--- config.mk ---
export PLATFORM = sky130hd
export DESIGN_NAME = key_debounce_long_press_unit
export DESIGN_NICKNAME = d
export VERILOG_FILES = /design/src/design/kdlp_pkg.sv /design/src/design/kdlp_lane.sv /design/src/design/kdlp_merge.sv /design/src/design/key_debounce_long_press_unit.sv
export SDC_FILE = /design/constraint.sdc
export NUM_CORES = 1
export LEC_CHECK = 0
export ABC_AREA = 1
export BUFFER_PORTS_ARGS = -buffer_cell sky130_fd_sc_hd__buf_2
export CAP_MARGIN = 10
export CORE_MARGIN = 1.5
export CORE_UTILIZATION = 50
export DETAILED_ROUTE_END_ITERATION = 6
export PLACE_DENSITY = 0.69
export SYNTH_ARGS = -nofsm -noshare
export SYNTH_HDL_FRONTEND = slang
export SYNTH_SLANG_ARGS = --single-unit
--- constraint.sdc ---
create_clock -name clk -period 9.45 [get_ports clk]
set_clock_uncertainty 0.1 [all_clocks]
set_input_delay 0.4725 -clock clk [delete_from_list [all_inputs] [get_ports clk]]
set_output_delay 0.4725 -clock clk [all_outputs]
set_load 0.01 [all_outputs]
--- src/design/kdlp_pkg.sv ---
// Shared types, constants and codes for the key debounce and long-press unit.
package kdlp_pkg;

    // Widths and counts
    localparam int TICK_BITS  = 32;
    localparam int NUM_KEYS   = 2;
    localparam int CFG_W      = 16;
    localparam int APB_DATA_W = 32;
    localparam int PADDR_W    = 3;

    // Register indexes (paddr[2])
    localparam logic [0:0] REG_DEBOUNCE = 1'd0;
    localparam logic [0:0] REG_LONG     = 1'd1;

    // Register reset values
    localparam logic [CFG_W-1:0] DEBOUNCE_RST = 16'd20;
    localparam logic [CFG_W-1:0] LONG_RST     = 16'd1000;

    // Per-key phase
    typedef enum logic [1:0] {
        PH_IDLE     = 2'd0,
        PH_DEBOUNCE = 2'd1,
        PH_PRESSED  = 2'd2,
        PH_LONG     = 2'd3
    } phase_t;

    // Event codes
    typedef enum logic [2:0] {
        EV_NONE      = 3'd0,
        EV_SHORT     = 3'd1,
        EV_LONG      = 3'd2,
        EV_LONG_HELD = 3'd3,
        EV_RELEASE   = 3'd4
    } event_t;

    // Input word
    typedef struct packed {
        logic [TICK_BITS-1:0] now_tick;
        logic                 key_a_down;
        logic                 key_b_down;
        logic                 clear_a;
        logic                 clear_b;
    } kdlp_in_t;

    // Output word
    typedef struct packed {
        logic [2:0] event_a;
        logic [2:0] event_b;
        logic       held_a;
        logic       held_b;
    } kdlp_out_t;

    // What one lane reports for the word being accepted
    typedef struct packed {
        event_t key_event;
        logic   held;
    } kdlp_lane_res_t;

endpackage

--- src/design/kdlp_lane.sv ---
// One key lane: phase machine, start tick, sticky event and long-fired flag.
module kdlp_lane
    import kdlp_pkg::*;
(
    input  logic                 clk,
    input  logic                 rst_n,
    input  logic                 step,
    input  logic                 down,
    input  logic                 clr,
    input  logic [TICK_BITS-1:0] now_tick,
    input  logic [CFG_W-1:0]     debounce_ticks,
    input  logic [CFG_W-1:0]     long_press_ticks,
    output kdlp_lane_res_t       res
);

    phase_t               phase_reg, phase_next;
    logic [TICK_BITS-1:0] start_tick_reg, start_tick_next;
    event_t               event_reg, event_next;
    logic                 long_fired_reg, long_fired_next;
    logic [TICK_BITS-1:0] elapsed;
    logic                 db_done;
    logic                 long_done;

    // State registers
    always_ff @(posedge clk or negedge rst_n)
    begin
        if (!rst_n)
        begin
            phase_reg      <= PH_IDLE;
            start_tick_reg <= '0;
            event_reg      <= EV_NONE;
            long_fired_reg <= 1'b0;
        end
        else if (step)
        begin
            phase_reg      <= phase_next;
            start_tick_reg <= start_tick_next;
            event_reg      <= event_next;
            long_fired_reg <= long_fired_next;
        end
    end

    // Elapsed time wraps with the tick counter
    assign elapsed   = now_tick - start_tick_reg;
    assign db_done   = elapsed >= TICK_BITS'(debounce_ticks);
    assign long_done = elapsed > TICK_BITS'(long_press_ticks);

    // Next state; clear acts before the scan
    always_comb
    begin
        phase_next      = phase_reg;
        start_tick_next = start_tick_reg;
        event_next      = clr ? EV_NONE : event_reg;
        long_fired_next = long_fired_reg;
        case (phase_reg)
            PH_IDLE:
            begin
                if (down)
                begin
                    phase_next      = PH_DEBOUNCE;
                    start_tick_next = now_tick;
                end
            end
            PH_DEBOUNCE:
            begin
                if (db_done)
                begin
                    if (down)
                    begin
                        phase_next      = PH_PRESSED;
                        start_tick_next = now_tick;
                    end
                    else
                    begin
                        phase_next = PH_IDLE;
                    end
                end
            end
            PH_PRESSED:
            begin
                if (down)
                begin
                    if (long_done)
                    begin
                        phase_next      = PH_LONG;
                        event_next      = EV_LONG;
                        long_fired_next = 1'b1;
                    end
                end
                else
                begin
                    if (!long_fired_reg)
                    begin
                        event_next = EV_SHORT;
                    end
                    phase_next      = PH_IDLE;
                    long_fired_next = 1'b0;
                end
            end
            PH_LONG:
            begin
                if (down)
                begin
                    event_next = EV_LONG_HELD;
                end
                else
                begin
                    event_next      = EV_RELEASE;
                    phase_next      = PH_IDLE;
                    long_fired_next = 1'b0;
                end
            end
            default:
            begin
                phase_next = PH_IDLE;
            end
        endcase
    end

    // Result for the word being accepted
    assign res.key_event = event_next;
    assign res.held      = (phase_next == PH_PRESSED) || (phase_next == PH_LONG);

    // Long-fired flag tracks the long-press phase exactly
    a_long_flag: assert property (@(posedge clk) disable iff (!rst_n)
        long_fired_reg == (phase_reg == PH_LONG))
        else $error("long_fired out of step with phase");

    // No word, no change of state
    a_hold: assert property (@(posedge clk) disable iff (!rst_n)
        !step |=> $stable(phase_reg) && $stable(event_reg) && $stable(start_tick_reg))
        else $error("lane state changed without a word");

    // A press seen while idle starts debouncing from that tick
    a_start: assert property (@(posedge clk) disable iff (!rst_n)
        step && down && (phase_reg == PH_IDLE) |=>
            (phase_reg == PH_DEBOUNCE) && (start_tick_reg == $past(now_tick)))
        else $error("press not taken into debounce");

endmodule

--- src/design/kdlp_merge.sv ---
// Merge of the lane results into the output word, with a two-entry output buffer.
module kdlp_merge
    import kdlp_pkg::*;
(
    input  logic           clk,
    input  logic           rst_n,
    input  logic           push,
    input  kdlp_lane_res_t lane_res [NUM_KEYS],
    output logic           room,
    output logic           out_valid,
    input  logic           out_ready,
    output kdlp_out_t      out_data
);

    kdlp_out_t  word;
    kdlp_out_t  slot0_reg, slot0_next;
    kdlp_out_t  slot1_reg, slot1_next;
    logic [1:0] count_reg, count_next;
    logic       pop;

    // Gather the lanes into one word
    always_comb
    begin
        word.event_a = lane_res[0].key_event;
        word.event_b = lane_res[1].key_event;
        word.held_a  = lane_res[0].held;
        word.held_b  = lane_res[1].held;
    end

    assign pop       = out_valid && out_ready;
    assign room      = (count_reg != 2'd2);
    assign out_valid = (count_reg != 2'd0);
    assign out_data  = slot0_reg;

    // Buffer update; slot 0 is the head
    always_comb
    begin
        slot0_next = slot0_reg;
        slot1_next = slot1_reg;
        count_next = count_reg;
        case ({push, pop})
            2'b10:
            begin
                if (count_reg == 2'd0)
                begin
                    slot0_next = word;
                end
                else
                begin
                    slot1_next = word;
                end
                count_next = count_reg + 2'd1;
            end
            2'b01:
            begin
                slot0_next = slot1_reg;
                count_next = count_reg - 2'd1;
            end
            2'b11:
            begin
                if (count_reg == 2'd1)
                begin
                    slot0_next = word;
                end
                else
                begin
                    slot0_next = slot1_reg;
                    slot1_next = word;
                end
            end
            default:
            begin
                count_next = count_reg;
            end
        endcase
    end

    // Count under reset; payload slots need none
    always_ff @(posedge clk or negedge rst_n)
    begin
        if (!rst_n)
        begin
            count_reg <= 2'd0;
        end
        else
        begin
            count_reg <= count_next;
        end
    end

    always_ff @(posedge clk)
    begin
        slot0_reg <= slot0_next;
        slot1_reg <= slot1_next;
    end

    // Occupancy never passes two
    a_count: assert property (@(posedge clk) disable iff (!rst_n)
        count_reg != 2'd3)
        else $error("output buffer overfilled");

    // A word is only written when there is room
    a_push_room: assert property (@(posedge clk) disable iff (!rst_n)
        push |-> room)
        else $error("word pushed into full buffer");

    // A word pushed into an empty buffer is presented next cycle
    a_pass: assert property (@(posedge clk) disable iff (!rst_n)
        push && (count_reg == 2'd0) |=> out_valid && (out_data == $past(word)))
        else $error("word lost in output buffer");

endmodule

--- src/design/key_debounce_long_press_unit.sv ---
// Top level of the key debounce and long-press unit: config registers, lanes, merge.
//
// Usage:
//   Each input word (in_valid/in_ready, in_data) is one scan: the current tick,
//   the level of each key and per-key clear requests for the sticky events.
//   Each accepted word yields exactly one output word (out_valid/out_ready,
//   out_data) with each key's sticky event and whether it is held.
//   One lane per key updates its phase machine in the cycle the word is
//   accepted; the result goes into the output buffer, whose head drives out_data.
//   Throughput is one word per clock: the lanes hold one subtract and two
//   compares each, and the two-entry output buffer lets scans continue while
//   a result waits. If the receiver stalls, in_ready drops only once two
//   results are waiting.
//   debounce_ticks (address 0) and long_press_ticks (address 4) are written via APB,
//   low 16 bits of pwdata; the user must write them only while no word is in flight
//   (not enforced here); pready is always high and reads return the register value.
//   Reset (rst_n low, asynchronous) sets every key idle, clears events and
//   the output buffer, and loads debounce_ticks 20, long_press_ticks 1000.
module key_debounce_long_press_unit
    import kdlp_pkg::*;
(
    input  logic                  clk,
    input  logic                  rst_n,
    input  logic                  in_valid,
    output logic                  in_ready,
    input  kdlp_in_t              in_data,
    output logic                  out_valid,
    input  logic                  out_ready,
    output kdlp_out_t             out_data,
    input  logic                  psel,
    input  logic                  penable,
    input  logic                  pwrite,
    input  logic [PADDR_W-1:0]    paddr,
    input  logic [APB_DATA_W-1:0] pwdata,
    output logic [APB_DATA_W-1:0] prdata,
    output logic                  pready
);

    logic [CFG_W-1:0] debounce_reg;
    logic [CFG_W-1:0] long_reg;
    logic             cfg_wr;
    logic [0:0]       reg_idx;
    logic             step;
    logic             room;
    logic             down [NUM_KEYS];
    logic             clr  [NUM_KEYS];
    kdlp_lane_res_t   lane_res [NUM_KEYS];

    // Configuration port
    assign pready  = 1'b1;
    assign reg_idx = paddr[2];
    assign cfg_wr  = psel && penable && pwrite && pready;

    always_ff @(posedge clk or negedge rst_n)
    begin
        if (!rst_n)
        begin
            debounce_reg <= DEBOUNCE_RST;
            long_reg     <= LONG_RST;
        end
        else if (cfg_wr)
        begin
            case (reg_idx)
                REG_DEBOUNCE: debounce_reg <= pwdata[CFG_W-1:0];
                REG_LONG:     long_reg     <= pwdata[CFG_W-1:0];
                default:      debounce_reg <= debounce_reg;
            endcase
        end
    end

    // Register read-back
    always_comb
    begin
        case (reg_idx)
            REG_DEBOUNCE: prdata = APB_DATA_W'(debounce_reg);
            REG_LONG:     prdata = APB_DATA_W'(long_reg);
            default:      prdata = '0;
        endcase
    end

    // Handshake and per-key inputs
    assign in_ready = room;
    assign step     = in_valid && in_ready;

    assign down[0] = in_data.key_a_down;
    assign down[1] = in_data.key_b_down;
    assign clr[0]  = in_data.clear_a;
    assign clr[1]  = in_data.clear_b;

    // One lane per key
    for (genvar k = 0; k < NUM_KEYS; k++)
    begin : g_lane
        kdlp_lane u_lane (
            .clk              (clk),
            .rst_n            (rst_n),
            .step             (step),
            .down             (down[k]),
            .clr              (clr[k]),
            .now_tick         (in_data.now_tick),
            .debounce_ticks   (debounce_reg),
            .long_press_ticks (long_reg),
            .res              (lane_res[k])
        );
    end

    // Merge and output buffer
    kdlp_merge u_merge (
        .clk       (clk),
        .rst_n     (rst_n),
        .push      (step),
        .lane_res  (lane_res),
        .room      (room),
        .out_valid (out_valid),
        .out_ready (out_ready),
        .out_data  (out_data)
    );

endmodule

==> metrics.txt <==
max frequency approximately 230 MHz; Vias/cell between 5 and 6; Die ar. between 20000 and 30000 um2; end of the worst register-to-register path u_merge.out_data[3]$_DFFE_PP_; Reg2Reg Depth 17; final hold viol count 0; final setup TNS 0 ns; 1st-iter DRT viols approximately 700; Root Driver clkbuf_16; Initial Utilization just over 50%; CTS max path bufs 2; max reg flops 64; hold_ws 0.1805 ns; r2r setup slk 5.10 ns; fin. max-slew vios 0; initial antenna violation count 0; total grt overflow 0; TritonCTS Sinks approximately 130; #FFs+latches synth roughly 130; fill cell count around 2500; Worst-Margin Slew roughly 1.0 ns; CTS buffer count 17; Avg Cell Area, Syn ~6.1 um2; via count between 10000 and 15000; critical path capture point type flip-flop; routed wire length per instance ~13 um; Non-Filler Instances ~2500; Required @ worst endpoint 9.53 ns; worst min-delay path class primary input to flip-flop; GRT Max-Usage Layer met2; First-pass DRT Iterations 6; asr flop ratio synth 87.30%; met3 usage in global routing roughly 2.5%; count of input and output buffers 85; die height between 150 and 200 um; Post-layout nets between 2000 and 2500; library cells used by synthesis 43; Detail Route Antenna Nets 0; Worst-Skew Late Latency 0.42 ns; global-route met1 utilization 34.45%; fin util between 50% and 60%; Final period util roughly 46%; final setup margin 5.097 ns; RSZ-0062 raised after global routing false; P_leak slightly above 8 nW; max_slew headroom around 30%; routing usage on met2 a little under half; crit-path max FO 3; top cell type's share of synthesized area 24.20%; hold path cells 3; Final min period 4.353 ns; Max rail drop VDD between 0.1 and 0.15 mV; CP Launch Type flip-flop; post-DP HPWL around 27 mm; pwr dens 345.2 nW/um2; Die Wd 161.3 um; largest net degree at the start of global routing 80; most frequent cells in the layout nand2_1 (808), inv_1 (389), nand3_1 (149); proportion of layout cells with a drive suffix above 1 around 7.1%; synthesized netlist cell count 2043; hold path start pwdata[7]; synthesized area about 13000 um2; first-pass GRT wire length 54.34 mm; core area roughly 24000 um2; Routed WL between 30 and 40 mm; total track usage a little over a quarter; number of synthesized flops with an enable pin 16; post-synthesis sequential area ratio roughly 26%; final setup fails 0; Top FF cell, synth dfrtp_1; FP Rows 57; worst r2r src g_lane[1].u_lane.start_tick_reg[0]$_DFFE_PN0P_; Ant. Diodes 0; clk slew on worst S/H paths 0.06 ns; post-placement cell count ~2400; launch point of the critical path g_lane[1].u_lane.start_tick_reg[0]$_DFFE_PN0P_; IO Pins approximately 120; drc violations 0; vias in the first global route around 11000; pre-CTS WS a little under 5 ns; post-cts gate resize count 0; run status finished, final reports clean; CTS tree built; Max Cap Viol 0; Post-CTS Setup Bufs 0; WP data arrival roughly 4.4 ns; H-Tree Depth 4; worst hold endpoint long_reg[7]$_DFFE_PN1P_; Area growth, synth to finish 10.51%; most common cell after layout, fill and taps aside nand2_1; yosys synthesis warning count 0; Hold Buf Count CTS 1; Synth area leaders nand2_1 (24%), dfrtp_1 (20%), ha_1 (13%); biggest area consumer among synthesized cells nand2_1; CP Class flip-flop to flip-flop; Final Wtd Congestion between 0.9 and 1
routing by layer:
metal / part of all wire [%] / up-vias / routed length, um
met4: 2.0 / 0 / 651
met1: 47 / 5630 / 15500
li1: - / 6419 / -
met3: 3.6 / 43 / 1203
met5: 0 / - / 0
met2: 47 / 263 / 15600
through the flow:
| stage | cell area [um2] | total power [mW] |
|---|---|---|
| 3_5_place_dp | 13170 | 3.995 |
| 3_3_place_gp | 13170 | 3.922 |
| 2_1_floorplan | 12590 | 3.222 |
| 4_1_cts | 13850 | 4.781 |
| 5_1_grt | 13850 | 5.321 |
| 6_report | 13850 | 4.780 |
final cells by class:
cell class | count | area [um2] | share of cell area [%]
Clock buffer | 17 | 425.4 | 3.072
Clock inverter | 15 | 241.5 | 1.744
Timing Repair Buffer | 91 | 475.5 | 3.433
Multi-Input combinational cell | 1484 | 7553 | 54.54
Inverter | 401 | 1505 | 10.87
Tap cell | 324 | 405.4 | 2.927
Sequential cell | 126 | 3243 | 23.42
synthesized netlist by cell type (8+ instances only):
library cell    n
a21oi_1        63
buf_4          18
clkbuf_1       15
dfrtp_1       102
dfstp_2         8
edfxtp_1       16
ha_1          132
inv_1         389
inv_2           8
nand2_1       808
nand3_1       149
nand3b_1        8
nand4_1        28
nor2_1        120
nor3_1         14
o21ai_0        63
xor2_1         26
worst max path at each step:
stage	end	slack [ns]
floorplan	u_merge.slot1_reg[3]$_DFFE_PP_	6.06
global placement	u_merge.out_data[3]$_DFFE_PP_	4.95
detailed placement	u_merge.out_data[3]$_DFFE_PP_	4.92
CTS	u_merge.out_data[3]$_DFFE_PP_	5.11
global route	u_merge.out_data[3]$_DFFE_PP_	4.88
finish	u_merge.out_data[3]$_DFFE_PP_	5.10
cell families after synthesis:
kind of cell    count (synthesis)  synth area share, %
simple gates                 1155                37.74
buf+inv                       448                14.38
compound gates                146                6.210
fa+ha+maj                     134                13.50
flops                         126                25.88
xor+xnor                       32                2.236
other cells                     2              0.05993
critical path: stages (launching register included):
cell and delay [ns]:
dfrtp_1 0.38, ha_1 0.22, fa_1 0.45, nor2_1 0.14, or2_1 0.17, nand3_1 0.09, nand2_1 0.18, xor2_1 0.43
ha_1 0.19, nand4_1 0.12, nor4_1 0.32, inv_1 0.07, o41ai_1 0.65, nand3_1 0.20, nand2_1 0.15, nand2_1 0.09
nand4_1 0.09, nand2_1 0.06
where the power goes:
group / total [mW] / switching, mW / leakage, nW / internal [mW]
clock network: 0.756 / 0.262 / 0.317 / 0.494
logic: 3.12 / 2.03 / 6.43 / 1.10
registers: 0.903 / 0.115 / 1.52 / 0.788
(Power assumes the default switching activity.)
